$ cat src/hw/rtl/bfbp_pkg.sv
package bfbp_pkg;

	localparam int POOL_DEPTH_DEF  = 16;
	localparam int HANDLE_BITS_DEF = 16;
	localparam int SIZE_W          = 32;
	localparam int HANDLE_W        = 16;

	localparam logic OP_RETURN  = 1'b0;
	localparam logic OP_ACQUIRE = 1'b1;

	typedef enum logic [1:0] {
		ST_GIVEN   = 2'd0,
		ST_MISS    = 2'd1,
		ST_STORED  = 2'd2,
		ST_DROPPED = 2'd3
	} status_t;

	typedef enum logic [2:0] {
		S_IDLE,
		S_DISPATCH,
		S_SCAN,
		S_SCAN_END,
		S_DECIDE,
		S_SHIFT,
		S_SHIFT_END,
		S_DONE
	} state_t;

	// controller -> datapath
	typedef struct packed {
		logic    take_in;
		logic    wr_append;
		logic    occ_inc;
		logic    occ_dec;
		logic    idx_clear;
		logic    idx_load_best;
		logic    rd_en;
		logic    shift;
		logic    set_status;
		status_t status;
		logic    load_out;
	} bfbp_cmd_t;

	// datapath -> controller
	typedef struct packed {
		logic op_acq;
		logic pool_empty;
		logic pool_full;
		logic idx_last;
		logic found;
		logic best_last;
		logic out_free;
	} bfbp_sts_t;

endpackage

$ cat src/hw/rtl/bfbp_req_if.sv
interface bfbp_req_if import bfbp_pkg::*; ();
	logic                valid;
	logic                ready;
	logic                opcode;
	logic [SIZE_W-1:0]   request_size;
	logic [HANDLE_W-1:0] return_handle;

	modport source (output valid, output opcode, output request_size, output return_handle,
		input ready);
	modport sink (input valid, input opcode, input request_size, input return_handle,
		output ready);
endinterface

$ cat src/hw/rtl/bfbp_rsp_if.sv
interface bfbp_rsp_if import bfbp_pkg::*; ();
	logic                valid;
	logic                ready;
	status_t             status;
	logic [HANDLE_W-1:0] given_handle;
	logic [SIZE_W-1:0]   given_size;

	modport source (output valid, output status, output given_handle, output given_size,
		input ready);
	modport sink (input valid, input status, input given_handle, input given_size,
		output ready);
endinterface

$ cat src/hw/rtl/best_fit_buffer_pool.sv
// Best-fit buffer pool: free buffers (handle, byte size) kept in return order.
// req channel: opcode 0 returns a buffer (appended at the tail), opcode 1
// acquires one; the smallest entry with size >= request_size is removed and
// given back, ties to the earliest returned. rsp channel: one result per
// request (given, miss, stored, or dropped when the pool is full).
// One request is worked at a time; req.ready is high only while idle.
// A return, or an acquire on an empty pool, is answered without a scan. An acquire
// scans every entry held, a scan reading one entry per cycle; when the entry taken
// is not the tail, the entries behind it then move down one place to close the
// gap, one entry per cycle.
// The result waits in an output register; a request may be accepted while it
// waits, and its own result is held back until rsp takes the earlier one.
// Reset empties the pool and drops any result not yet taken; the memory itself
// is not cleared, only entries below the fill count are ever read.
module best_fit_buffer_pool import bfbp_pkg::*; #(
	parameter int POOL_DEPTH  = POOL_DEPTH_DEF,
	parameter int HANDLE_BITS = HANDLE_BITS_DEF
) (
	input logic        clk,
	input logic        arst_n,
	bfbp_req_if.sink   req,
	bfbp_rsp_if.source rsp
);

	bfbp_cmd_t cmd;
	bfbp_sts_t sts;
	logic      in_ready;

	assign req.ready = in_ready;

	bfbp_ctrl u_ctrl (
		.clk     (clk),
		.arst_n  (arst_n),
		.in_valid(req.valid),
		.in_ready(in_ready),
		.sts     (sts),
		.cmd     (cmd)
	);

	bfbp_dp #(
		.POOL_DEPTH (POOL_DEPTH),
		.HANDLE_BITS(HANDLE_BITS)
	) u_dp (
		.clk          (clk),
		.arst_n       (arst_n),
		.opcode       (req.opcode),
		.request_size (req.request_size),
		.return_handle(req.return_handle),
		.cmd          (cmd),
		.sts          (sts),
		.rsp          (rsp)
	);

endmodule

$ cat src/hw/rtl/bfbp_ram.sv
module bfbp_ram #(
	parameter int WIDTH = 8,
	parameter int DEPTH = 16
) (
	input  logic                     clk,
	input  logic                     we,
	input  logic [$clog2(DEPTH)-1:0] waddr,
	input  logic [WIDTH-1:0]         wdata,
	input  logic [$clog2(DEPTH)-1:0] raddr,
	output logic [WIDTH-1:0]         rdata
);

	logic [WIDTH-1:0] mem [DEPTH];
	logic [WIDTH-1:0] rdata_q;

	always_ff @(posedge clk) begin
		if (we) begin
			mem[waddr] <= wdata;
		end
		rdata_q <= mem[raddr];
	end

	assign rdata = rdata_q;

endmodule

$ cat src/hw/rtl/bfbp_ctrl.sv
module bfbp_ctrl import bfbp_pkg::*; (
	input  logic      clk,
	input  logic      arst_n,
	input  logic      in_valid,
	output logic      in_ready,
	input  bfbp_sts_t sts,
	output bfbp_cmd_t cmd
);

	state_t state_q, state_d;

	always_ff @(posedge clk or negedge arst_n) begin
		if (!arst_n) begin
			state_q <= S_IDLE;
		end else begin
			state_q <= state_d;
		end
	end

	always_comb begin
		state_d  = state_q;
		in_ready = 1'b0;
		cmd      = '0;
		case (state_q)
			S_IDLE: begin
				in_ready = 1'b1;
				if (in_valid) begin
					cmd.take_in = 1'b1;
					state_d     = S_DISPATCH;
				end
			end
			S_DISPATCH: begin
				cmd.set_status = 1'b1;
				if (!sts.op_acq) begin
					if (sts.pool_full) begin
						cmd.status = ST_DROPPED;
					end else begin
						cmd.status    = ST_STORED;
						cmd.wr_append = 1'b1;
						cmd.occ_inc   = 1'b1;
					end
					state_d = S_DONE;
				end else if (sts.pool_empty) begin
					cmd.status = ST_MISS;
					state_d    = S_DONE;
				end else begin
					cmd.set_status = 1'b0;
					cmd.idx_clear  = 1'b1;
					state_d        = S_SCAN;
				end
			end
			S_SCAN: begin
				cmd.rd_en = 1'b1;
				if (sts.idx_last) begin
					state_d = S_SCAN_END;
				end
			end
			S_SCAN_END: begin
				// last compare lands at this edge
				state_d = S_DECIDE;
			end
			S_DECIDE: begin
				cmd.set_status = 1'b1;
				if (!sts.found) begin
					cmd.status = ST_MISS;
					state_d    = S_DONE;
				end else if (sts.best_last) begin
					cmd.status  = ST_GIVEN;
					cmd.occ_dec = 1'b1;
					state_d     = S_DONE;
				end else begin
					cmd.status        = ST_GIVEN;
					cmd.idx_load_best = 1'b1;
					state_d           = S_SHIFT;
				end
			end
			S_SHIFT: begin
				cmd.rd_en = 1'b1;
				cmd.shift = 1'b1;
				if (sts.idx_last) begin
					state_d = S_SHIFT_END;
				end
			end
			S_SHIFT_END: begin
				cmd.occ_dec = 1'b1;
				state_d     = S_DONE;
			end
			S_DONE: begin
				if (sts.out_free) begin
					cmd.load_out = 1'b1;
					state_d      = S_IDLE;
				end
			end
			default: begin
				state_d = S_IDLE;
			end
		endcase
	end

endmodule

$ cat src/hw/rtl/bfbp_dp.sv
module bfbp_dp import bfbp_pkg::*; #(
	parameter int POOL_DEPTH  = POOL_DEPTH_DEF,
	parameter int HANDLE_BITS = HANDLE_BITS_DEF
) (
	input  logic                clk,
	input  logic                arst_n,
	input  logic                opcode,
	input  logic [SIZE_W-1:0]   request_size,
	input  logic [HANDLE_W-1:0] return_handle,
	input  bfbp_cmd_t           cmd,
	output bfbp_sts_t           sts,
	bfbp_rsp_if.source          rsp
);

	localparam int IDX_W = $clog2(POOL_DEPTH);
	localparam int OCC_W = $clog2(POOL_DEPTH + 1);
	localparam int ENT_W = SIZE_W + HANDLE_BITS;

	logic                   op_q;
	logic [SIZE_W-1:0]      size_q;
	logic [HANDLE_BITS-1:0] handle_q;
	logic [OCC_W-1:0]       occ_q;
	logic [IDX_W-1:0]       idx_q;
	logic                   rd_vld_s1;
	logic                   rd_shift_s1;
	logic [IDX_W-1:0]       rd_idx_s1;
	logic                   found_q;
	logic [IDX_W-1:0]       best_q;
	logic [SIZE_W-1:0]      best_size_q;
	logic [HANDLE_BITS-1:0] best_handle_q;
	status_t                res_status_q;
	logic                   out_valid_q;
	status_t                out_status_q;
	logic [HANDLE_W-1:0]    out_handle_q;
	logic [SIZE_W-1:0]      out_size_q;

	logic                   ram_we;
	logic [IDX_W-1:0]       ram_waddr;
	logic [ENT_W-1:0]       ram_wdata;
	logic [ENT_W-1:0]       ram_rdata;
	logic [SIZE_W-1:0]      rd_size;
	logic [HANDLE_BITS-1:0] rd_handle;
	logic                   fits;
	logic                   better;
	logic                   take_entry;
	logic                   out_free;
	logic [OCC_W-1:0]       last_idx;

	assign rd_size    = ram_rdata[HANDLE_BITS +: SIZE_W];
	assign rd_handle  = ram_rdata[HANDLE_BITS-1:0];
	assign fits       = rd_size >= size_q;
	assign better     = !found_q || (rd_size < best_size_q);
	assign take_entry = rd_vld_s1 && !rd_shift_s1 && fits && better;
	assign out_free   = !out_valid_q || rsp.ready;
	assign last_idx   = occ_q - OCC_W'(1);

	// append at the tail, or move the entry read last cycle down by one
	assign ram_we    = cmd.wr_append || (rd_vld_s1 && rd_shift_s1);
	assign ram_waddr = cmd.wr_append ? occ_q[IDX_W-1:0] : rd_idx_s1 - IDX_W'(1);
	assign ram_wdata = cmd.wr_append ? {size_q, handle_q} : ram_rdata;

	bfbp_ram #(
		.WIDTH(ENT_W),
		.DEPTH(POOL_DEPTH)
	) u_ram (
		.clk  (clk),
		.we   (ram_we),
		.waddr(ram_waddr),
		.wdata(ram_wdata),
		.raddr(idx_q),
		.rdata(ram_rdata)
	);

	always_comb begin
		sts.op_acq     = op_q == OP_ACQUIRE;
		sts.pool_empty = occ_q == '0;
		sts.pool_full  = occ_q == OCC_W'(POOL_DEPTH);
		sts.idx_last   = OCC_W'(idx_q) == last_idx;
		sts.found      = found_q;
		sts.best_last  = OCC_W'(best_q) == last_idx;
		sts.out_free   = out_free;
	end

	always_ff @(posedge clk or negedge arst_n) begin
		if (!arst_n) begin
			occ_q       <= '0;
			rd_vld_s1   <= 1'b0;
			found_q     <= 1'b0;
			out_valid_q <= 1'b0;
		end else begin
			if (cmd.occ_inc) begin
				occ_q <= occ_q + OCC_W'(1);
			end else if (cmd.occ_dec) begin
				occ_q <= occ_q - OCC_W'(1);
			end
			rd_vld_s1 <= cmd.rd_en;
			if (cmd.take_in) begin
				found_q <= 1'b0;
			end else if (take_entry) begin
				found_q <= 1'b1;
			end
			if (cmd.load_out) begin
				out_valid_q <= 1'b1;
			end else if (rsp.ready) begin
				out_valid_q <= 1'b0;
			end
		end
	end

	always_ff @(posedge clk) begin
		if (cmd.take_in) begin
			op_q     <= opcode;
			size_q   <= request_size;
			handle_q <= HANDLE_BITS'(return_handle);
		end
		if (cmd.idx_clear) begin
			idx_q <= '0;
		end else if (cmd.idx_load_best) begin
			idx_q <= best_q + IDX_W'(1);
		end else if (cmd.rd_en) begin
			idx_q <= idx_q + IDX_W'(1);
		end
		rd_shift_s1 <= cmd.shift;
		rd_idx_s1   <= idx_q;
		if (take_entry) begin
			best_q        <= rd_idx_s1;
			best_size_q   <= rd_size;
			best_handle_q <= rd_handle;
		end
		if (cmd.set_status) begin
			res_status_q <= cmd.status;
		end
		if (cmd.load_out) begin
			out_status_q <= res_status_q;
			if (res_status_q == ST_GIVEN) begin
				out_handle_q <= HANDLE_W'(best_handle_q);
				out_size_q   <= best_size_q;
			end else begin
				out_handle_q <= '0;
				out_size_q   <= '0;
			end
		end
	end

	assign rsp.valid        = out_valid_q;
	assign rsp.status       = out_status_q;
	assign rsp.given_handle = out_handle_q;
	assign rsp.given_size   = out_size_q;

`ifndef SYNTHESIS
	a_occ_range: assert property (@(posedge clk) disable iff (!arst_n)
		occ_q <= OCC_W'(POOL_DEPTH))
		else $error("occupancy above pool depth");

	a_append_room: assert property (@(posedge clk) disable iff (!arst_n)
		cmd.wr_append |-> occ_q < OCC_W'(POOL_DEPTH))
		else $error("append into a full pool");

	a_read_valid: assert property (@(posedge clk) disable iff (!arst_n)
		rd_vld_s1 |-> OCC_W'(rd_idx_s1) < occ_q)
		else $error("read beyond the valid entries");

	a_load_free: assert property (@(posedge clk) disable iff (!arst_n)
		cmd.load_out |-> out_free)
		else $error("result register overwritten");

	a_dec_step: assert property (@(posedge clk) disable iff (!arst_n)
		cmd.occ_dec |=> occ_q == $past(occ_q) - OCC_W'(1))
		else $error("occupancy did not drop by one");
`endif

endmodule

$ cat src/flat_wrapper.sv
// flat-port wrapper written by rule: the top's interface ports become plain ports
module best_fit_buffer_pool_flat import bfbp_pkg::*;
#(
	parameter int POOL_DEPTH  = POOL_DEPTH_DEF,
	parameter int HANDLE_BITS = HANDLE_BITS_DEF
)
  (clk, arst_n, req_valid, req_opcode, req_request_size, req_return_handle, req_ready, rsp_valid, rsp_status, rsp_given_handle, rsp_given_size, rsp_ready);
  bfbp_req_if req_i ();
  bfbp_rsp_if rsp_i ();
  input logic clk;
  input logic arst_n;
  input wire logic [$bits(req_i.valid)-1:0] req_valid;
  input wire logic [$bits(req_i.opcode)-1:0] req_opcode;
  input wire logic [$bits(req_i.request_size)-1:0] req_request_size;
  input wire logic [$bits(req_i.return_handle)-1:0] req_return_handle;
  output wire logic [$bits(req_i.ready)-1:0] req_ready;
  output wire logic [$bits(rsp_i.valid)-1:0] rsp_valid;
  output wire logic [$bits(rsp_i.status)-1:0] rsp_status;
  output wire logic [$bits(rsp_i.given_handle)-1:0] rsp_given_handle;
  output wire logic [$bits(rsp_i.given_size)-1:0] rsp_given_size;
  input wire logic [$bits(rsp_i.ready)-1:0] rsp_ready;
  assign req_i.valid = req_valid;
  assign req_i.opcode = req_opcode;
  assign req_i.request_size = req_request_size;
  assign req_i.return_handle = req_return_handle;
  assign req_ready = req_i.ready;
  assign rsp_valid = rsp_i.valid;
  assign rsp_status = rsp_i.status;
  assign rsp_given_handle = rsp_i.given_handle;
  assign rsp_given_size = rsp_i.given_size;
  assign rsp_i.ready = rsp_ready;
  best_fit_buffer_pool #(.POOL_DEPTH(POOL_DEPTH), .HANDLE_BITS(HANDLE_BITS)) u_core (.clk(clk), .arst_n(arst_n), .req(req_i), .rsp(rsp_i));
endmodule
$ cat config.mk
export PLATFORM = sky130hd
export DESIGN_NAME = best_fit_buffer_pool_flat
export DESIGN_NICKNAME = d
export VERILOG_FILES = /design/src/hw/rtl/bfbp_pkg.sv /design/src/hw/rtl/bfbp_req_if.sv /design/src/hw/rtl/bfbp_rsp_if.sv /design/src/hw/rtl/best_fit_buffer_pool.sv /design/src/hw/rtl/bfbp_ram.sv /design/src/hw/rtl/bfbp_ctrl.sv /design/src/hw/rtl/bfbp_dp.sv /design/src/flat_wrapper.sv
export SDC_FILE = /design/constraint.sdc
export NUM_CORES = 1
export LEC_CHECK = 0
export BUFFER_PORTS_ARGS = -buffer_cell sky130_fd_sc_hd__clkbuf_2
export CAP_MARGIN = 20
export CELL_PAD_IN_SITES_DETAIL_PLACEMENT = 0
export CELL_PAD_IN_SITES_GLOBAL_PLACEMENT = 1
export CORE_ASPECT_RATIO = 1.75
export CORE_MARGIN = 10
export CORE_UTILIZATION = 49
export CTS_CLUSTER_DIAMETER = 150
export DETAILED_ROUTE_END_ITERATION = 7
export GPL_TIMING_DRIVEN = 0
export PLACE_DENSITY = 0.73
export SLEW_MARGIN = 20
export SYNTH_ARGS = -nofsm -noshare
export SYNTH_HDL_FRONTEND = slang
export SYNTH_HIERARCHICAL = 1
export SYNTH_SLANG_ARGS = --single-unit
$ cat constraint.sdc
create_clock -name clk -period 7.2 [get_ports clk]
set_input_delay 0.36 -clock clk [delete_from_list [all_inputs] [get_ports clk]]
set_output_delay 0.36 -clock clk [all_outputs]
set_load 0.05 [all_outputs]
==> flow_metrics.py, run 1 <==
metrics = {
    "sta": {
        "finalMaxSlewViolations": 0,
        "rsz0062_at_grt": "no",
        "worstMarginPinSlew_ns": 1.12,
        "fmax_ghz": 0.163,
        "hold_violations": 0,
        "finalSetupViolations": 0,
        "slew_headroom_pct": 25.3,
        "skew_ns": 0.0259,
        "fin_ws_ns": 1.06,
        "final.period_utilization_pct": 85.3,
        "finalCriticalPeriod_ns": 6.14,
    },
    "synthesis": {
        "ys_types": 50,
        "syn_avg_cell_area_um2": 20.2,
        "synth_top_area_cell": "edfxtp_1",
        "synth_nets": 2001,
        "synth_area_leaders": "edfxtp_1 (73%), mux4_2 (11%), dfxtp_1 (3.0%)",
        "synthMuxAreaShare_pct": 12.9,
        "synth-seq-area-share_pct": 76.5,
        "syn_area_um2": 38000,
        "yosys.area_share.simple_pct": 2.80,
        "synth_compound_area_share_pct": 3.20,
        "netlist_instances": 1880,
        "synth_top_area_share_pct": 72.8,
        "synth_seq_cells": 989,
        "synth_fa_ha_area_share_pct": 2.24,
        "synthFlopType": "edfxtp_1",
        "synth_top_family_by_area": "multiplexers",
        "yosysWarnings": 6,
        "synth-xor-area-share_pct": 0.507,
        "ys_async_sr_fraction_pct": 1.11,
        "synth_edf_count": 921,
    },
    "clock_tree": {
        "cts_sinks": 989,
        "cts_tree": "yes",
        "post_cts_resized": 0,
        "cts_max_level": 3,
        "clk_path_buf_depth": 3,
        "numCtsBuffers": 88,
        "path_clk_slew_ns": 0.07,
        "root_buffer": "clkbuf_16",
        "clock_latency_ns": 0.68,
    },
    "die": {
        "die_width_um": 230,
        "core_region_area_um2": 77200,
        "rows": 135,
        "initial_utilization_pct": 49.2,
        "io_pins": 105,
        "die_h_um": 388,
        "design.die.area_um2": 89500,
    },
    "critical_path": {
        "regToRegSetupSlack_ns": 1.06,
        "crit_fanout": 12,
        "r2r-end": "u_core/u_dp/u_ram/mem[7][24]$_DFFE_PP_",
        "cp-endpoint": "u_core/u_dp/u_ram/mem[7][24]$_DFFE_PP_",
        "crit_required_ns": 7.57,
        "worstSetupPathType": "flop to flop",
        "r2r-start": "u_core/u_dp/occ_q[0]$_DFFE_PN0P_",
        "worstPathArrival_ns": 6.51,
        "r2r_cells": 15,
        "cp-startpoint": "u_core/u_dp/occ_q[0]$_DFFE_PN0P_",
        "cp-end-kind": "flop",
        "start_kind": "flop",
    },
    "power": {
        "p_leak_nw": 15.1,
        "seqPwrFrac_pct": 43.9,
        "switchingPower_mw": 6.08,
        "p_sw_share_pct": 31.9,
        "combPwrFrac_pct": 30.4,
        "peakVddDrop_uv": 203,
        "power.density_nw_per_um2": 425,
        "p_clk_share_pct": 25.7,
        "p_total_mw": 19.0,
        "power.internal_mw": 13.0,
    },
    "grt": {
        "grt_max_degree": 34,
        "antenna_found_initial": 2,
        "grt_first_pass_wirelength_mm": 132,
        "track_usage_pct": 20.2,
        "grt_overflow": 0,
        "grt_pass1_vias": 20141,
    },
    "placement": {
        "place_congestion": 0.781,
        "pre_cts_slack_ns": 1.14,
        "place.detailed.hpwl_mm": 60.3,
        "portBuffers": 104,
        "numPlacedInstances": 3087,
    },
    "hold_path": {
        "holdCritPathClass": "primary input to async pin",
    },
    "routing": {
        "finalWirelength_mm": 89.7,
        "wl_met2_mm": 47.9,
        "first_pass_iters": 5,
        "met3_length_mm": 5.39,
        "met1Wirelength_mm": 34.2,
        "via_per_inst": 5.78,
        "post_drt_wl_per_cell_um": 27.1,
        "vias": 19099,
        "routed.top_layer": "met4",
        "route.detailed.drc": 0,
        "ant_nets": 0,
        "drt-initial-drc-count": 1727,
    },
    "cells_and_area": {
        "fin_nets": 2322,
        "final_common_cell": "edfxtp_1",
        "drive_above_1_share_pct": 26.9,
        "synthToLayoutAreaGrowth_pct": 17.9,
        "layout_common_cells": "edfxtp_1 (921), mux4_2 (192), clkbuf_2 (104)",
        "stdcell_count": 3304,
    },
    "run": {
        "drv_cap": 0,
    },
    "outcome": {
        "status": "completed",
    },
}
==> timing repair <==
| action | in CTS | in global routing |
|---|---|---|
| buffers inserted | 0 | 0 |
| endpoints found under the hold margin | 61 | 0 |
| hold buffers | 51 | 0 |
==> final cells by class <==
class	instances	area, um^2
Antenna cell	1	2.50
Buffer	87	423
Clock buffer	116	2380
Clock inverter	49	629
Fill cell	5661	32400
Inverter	71	267
Multi-Input combinational cell	733	8360
Sequential cell	989	29100
Tap cell	1027	1280
Timing Repair Buffer	231	2370
==> registers in the layout (all words and copies together), names as in the netlist, 4 cells and up <==
name,count
u_core/u_dp/idx_q,4
u_core/u_dp/handle_q,16
u_core/u_dp/size_q,32
u_core/u_dp/rd_idx_s1,4
u_core/u_dp/best_size_q,32
u_core/u_dp/best_q,4
u_core/u_dp/rsp.given_size,32
u_core/u_dp/u_ram/rdata,48
u_core/u_dp/best_handle_q,16
u_core/u_dp/u_ram/mem,768
u_core/u_dp/occ_q,5
u_core/u_dp/rsp.given_handle,16
==> layer usage <==
layer	GRT usage, %	vias up
met1	24.8	10017
met5	0	-
li1	-	8262
met3	3.37	134
met2	35.9	686
met4	6.21	0
==> critical path, stage by stage, from the launching register on <==
cell and delay (ns):
dfrtp_1 0.35, clkbuf_1 0.30, inv_1 0.14, ha_1 0.23
and3_1 0.17, nor4_1 0.50, buf_2 0.27, buf_4 0.16
clkbuf_1 0.83, clkbuf_1 0.68, nand2_1 0.11, o21ai_0 0.42
nand2_1 0.49, nor2_4 0.73, buf_16 0.24, buf_16 0.16
==> power by group through the flow <==
stage,registers [mW],clock network [mW],logic [mW]
2_1_floorplan,8.56,0,3.57
4_1_cts,8.35,5.00,5.87
5_1_grt,8.41,5.21,6.25
3_3_place_gp,8.54,0,5.34
6_report,8.35,4.90,5.79
3_5_place_dp,8.47,0,5.82
==> Yosys cell counts, types with 2 or more instances <==
| cell type | count |
|---|---|
| edfxtp_1 | 921 |
| nand2b_1 | 10 |
| nand3_1 | 11 |
| a22oi_1 | 96 |
| a21oi_1 | 33 |
| dfrtp_1 | 11 |
| a31oi_1 | 3 |
| inv_1 | 70 |
| xnor2_1 | 14 |
| mux4_2 | 192 |
| nand3b_1 | 2 |
| o21ai_0 | 17 |
| xor2_1 | 8 |
| dfxtp_1 | 57 |
| and3_1 | 2 |
| nand2_1 | 82 |
| nor2_1 | 31 |
| nand4_1 | 7 |
| nor3_1 | 44 |
| buf_2 | 8 |
| a211oi_1 | 7 |
| a21o_1 | 6 |
| o2111ai_1 | 2 |
| and2_1 | 21 |
| nor4_1 | 3 |
| o21bai_1 | 2 |
| nor2b_1 | 3 |
| a221oi_1 | 2 |
| buf_1 | 16 |
| buf_4 | 23 |
| mux2_2 | 51 |
| ha_1 | 68 |
| clkbuf_1 | 40 |
==> stage by stage <==
stage	util (%)	instance area [um^2]	hold WS, ns	setup TNS, ns
after floorplan	-	38000	0.0644	0
after global placement	51.6	39800	0.263	-2506.38
after detailed placement	53.5	41300	0.269	0
after CTS	58.0	44800	0.0769	0
after global routing	58.0	44800	0.141	0
final	58.0	44800	0.118	0
==> worst min path at each step <==
stage | cells past startpoint | slack, ns | from | end
5_1_grt | 2 | 0.14 | arst_n | u_core/u_dp/found_q$_DFFE_PN0P_
4_1_cts | 2 | 0.08 | arst_n | u_core/u_dp/found_q$_DFFE_PN0P_
3_5_place_dp | 1 | 0.27 | arst_n | u_core/u_dp/found_q$_DFFE_PN0P_
2_1_floorplan | 0 | 0.06 | arst_n | u_core/u_ctrl/state_q[0]$_DFFE_PN0P_
6_report | 2 | 0.12 | arst_n | u_core/u_dp/found_q$_DFFE_PN0P_
3_3_place_gp | 1 | 0.26 | arst_n | u_core/u_dp/found_q$_DFFE_PN0P_
==> cell families (layout without fill, tap and decap cells) <==
group                      after synthesis  after routing
and+or+nand+nor                        222            222
buffers and inverters                  158            554
other                                    0              1
adders and majority gates               68             68
muxes                                  244            244
xor gates and xnor gates                22             22
DFF                                    989            989
AOI/OAI and AO/OA                      177            177
(Power assumes the default switching activity.)
==> inputs of run 2 (changes only) <==
--- a/config.mk
+++ b/config.mk
@@ -5,7 +5,7 @@
 export SDC_FILE = /design/constraint.sdc
 export NUM_CORES = 1
 export LEC_CHECK = 0
-export BUFFER_PORTS_ARGS = -buffer_cell sky130_fd_sc_hd__clkbuf_2
+export BUFFER_PORTS_ARGS = -buffer_cell sky130_fd_sc_hd__buf_4
 export CAP_MARGIN = 20
 export CELL_PAD_IN_SITES_DETAIL_PLACEMENT = 0
 export CELL_PAD_IN_SITES_GLOBAL_PLACEMENT = 1
==> run 2 against run 1 <==
Worst hold slack got worse by 0.047 ns. Critical path depth down 1. Register-to-register slack worse by 0.14 ns. Global-route usage up 0.067 points. Critical endpoint is now u_core/u_dp/u_ram/mem[1][15]$_DFFE_PP_. Combinational power is 0.7% higher. Routed wire length increased by 0.20%. Power shrank 1.1%. Count of clock-buffer cells in the layout is 1 higher. Via count rose by 0.76%. Critical path type unchanged. Core utilization is essentially flat. Highest routed layer unchanged. Clock skew up 0.0022 ns.
==> flow_metrics.py, run 2 (synthesized netlist as in run 1, its figures left out) <==
metrics = {
    "outcome": {
        "status": "completed",
    },
    "sta": {
        "worstMarginPinSlew_ns": 1.12,
        "finalCriticalPeriod_ns": 6.28,
        "whs_ns": 0.0711,
        "hold_violations": 0,
        "finalMaxSlewViolations": 0,
        "finalSetupViolations": 0,
        "slew_headroom_pct": 24.5,
        "final.period_utilization_pct": 87.3,
        "rsz0062_at_grt": "no",
        "skew_ns": 0.0282,
        "fmax_ghz": 0.159,
        "setup_tns_ns": 0,
    },
    "die": {
        "io_pins": 105,
        "die_width_um": 230,
        "rows": 135,
        "die_h_um": 388,
        "core_region_area_um2": 77200,
        "design.die.area_um2": 89500,
        "initial_utilization_pct": 49.2,
    },
    "critical_path": {
        "path_buf_inv": 7,
        "crit_fanout": 19,
        "worstSetupPathType": "flop to flop",
        "cpMostUsedCell": "clkbuf_1",
        "start_kind": "flop",
        "cp-end-kind": "flop",
        "cp_slowest_cell": "nor2_4",
        "critical_path.cell_chain": "clkbuf_1 -> inv_1 -> ha_1 -> and3_1 -> nor4_2 -> buf_4 -> clkbuf_1 -> clkbuf_1 -> nand2_1 -> o21ai_0 -> nand2b_1 -> nor2_4 -> buf_16 -> buf_12",
        "critPathTopFamily": "buffers and inverters",
        "crit_required_ns": 7.56,
        "worstPathArrival_ns": 6.65,
        "worst_path_largest_cell_delay_ns": 0.79,
    },
    "cells_and_area": {
        "fill_cells": 5581,
        "top_register": "u_core/u_dp/u_ram/mem",
        "stdcell_count": 3298,
        "final_common_cell": "edfxtp_1",
        "largest_reg_flops": 768,
        "fin_area_um2": 44800,
        "fin_nets": 2317,
        "synthToLayoutAreaGrowth_pct": 17.9,
        "layout_common_cells": "edfxtp_1 (921), mux4_2 (192), buf_4 (153)",
        "antennaDiodeCount": 0,
        "drive_above_1_share_pct": 27.0,
    },
    "power": {
        "p_leak_nw": 15.1,
        "peakVddDrop_uv": 204,
        "p_total_mw": 18.8,
        "power.density_nw_per_um2": 420,
    },
    "hold_path": {
        "holdCritPathClass": "primary input to async pin",
    },
    "routing": {
        "drt-initial-drc-count": 1615,
        "vias": 19244,
        "first_pass_iters": 6,
        "via_per_inst": 5.84,
        "route.detailed.drc": 0,
        "post_drt_wl_per_cell_um": 27.2,
        "finalWirelength_mm": 89.9,
        "ant_nets": 0,
    },
    "clock_tree": {
        "path_clk_slew_ns": 0.07,
        "post_cts_resized": 0,
        "cts_tree": "yes",
        "clk_path_buf_depth": 3,
        "cts_sinks": 989,
        "hold_buffers": 51,
        "post-cts-setup-buffer-count": 0,
        "numCtsBuffers": 87,
        "clock_latency_ns": 0.68,
        "root_buffer": "clkbuf_16",
        "cts_max_level": 3,
    },
    "placement": {
        "place.detailed.hpwl_mm": 60.8,
        "placed_cell_area_um2": 41400,
        "portBuffers": 104,
        "place_congestion": 0.772,
        "numPlacedInstances": 3083,
    },
    "grt": {
        "grt_pass1_vias": 20398,
        "grt_overflow": 0,
        "track_usage_pct": 20.3,
        "grt_first_pass_wirelength_mm": 133,
        "grt_max_degree": 34,
        "antenna_found_initial": 0,
    },
    "run": {
        "drv_cap": 0,
    },
}
## run 2: changes by cell type in the layout (fill, tap and decap cells not counted), moves of 2 or more
cell	previous run	this run
buf_16	31	27
buf_4	48	153
bufinv_16	13	5
clkbuf_1	62	58
clkbuf_2	104	0
clkbuf_8	5	11
clkinv_4	1	3
clkinvlp_4	3	7
## run 2: layout make-up
| type | count | area, um^2 | share of cell area, % |
|---|---|---|---|
| plain buffers | 87 | 423 | 0.944 |
| clock buffers | 117 | 2420 | 5.40 |
| clock inverters | 47 | 437 | 0.975 |
| inverters | 71 | 267 | 0.595 |
| multi-input cells | 733 | 8370 | 18.7 |
| flip-flops and latches | 989 | 29100 | 64.9 |
| well taps | 1027 | 1280 | 2.87 |
| repair buffers | 227 | 2530 | 5.65 |
## run 2: final timing paths
check,depth (start not counted),slack [ns],end,from
worst max register to register,14,0.92,u_core/u_dp/u_ram/mem[1][15]$_DFFE_PP_,u_core/u_dp/occ_q[0]$_DFFE_PN0P_
worst max-delay path,14,0.92,u_core/u_dp/u_ram/mem[1][15]$_DFFE_PP_,u_core/u_dp/occ_q[0]$_DFFE_PN0P_
worst min-delay path,2,0.07,u_core/u_dp/found_q$_DFFE_PN0P_,arst_n
max in group asynchronous,2,6.97,u_core/u_ctrl/state_q[0]$_DFFE_PN0P_,arst_n
min in group clk,4,0.15,u_core/u_ctrl/state_q[0]$_DFFE_PN0P_,req_valid
worst min register to register,0,0.44,u_core/u_dp/best_handle_q[8]$_DFFE_PP_,u_core/u_dp/u_ram/rdata[8]$_DFF_P_
## run 2: report_power, final
group	switching (mW)	internal (mW)
clock network	2.07	2.57
registers	0.389	7.96
logic	3.61	2.21
total	6.08	12.7
## run 2: metrics by stage
step / utilization (%) / setup slack, ns
final: 58.0 / 0.917
after global routing: 58.0 / 0.623
after CTS: 58.0 / 0.843
after detailed placement: 53.7 / 0.915
after global placement: 51.9 / -5.55
after floorplan: - / 0.170
## run 2: per-layer routing
metal	part of all wire, %	wire length, um	track usage [%]
met2	53	47300	35.6
met4	2.9	2600	7.00
met5	0	0	0
met1	38	34300	24.9
met3	6.4	5710	3.53
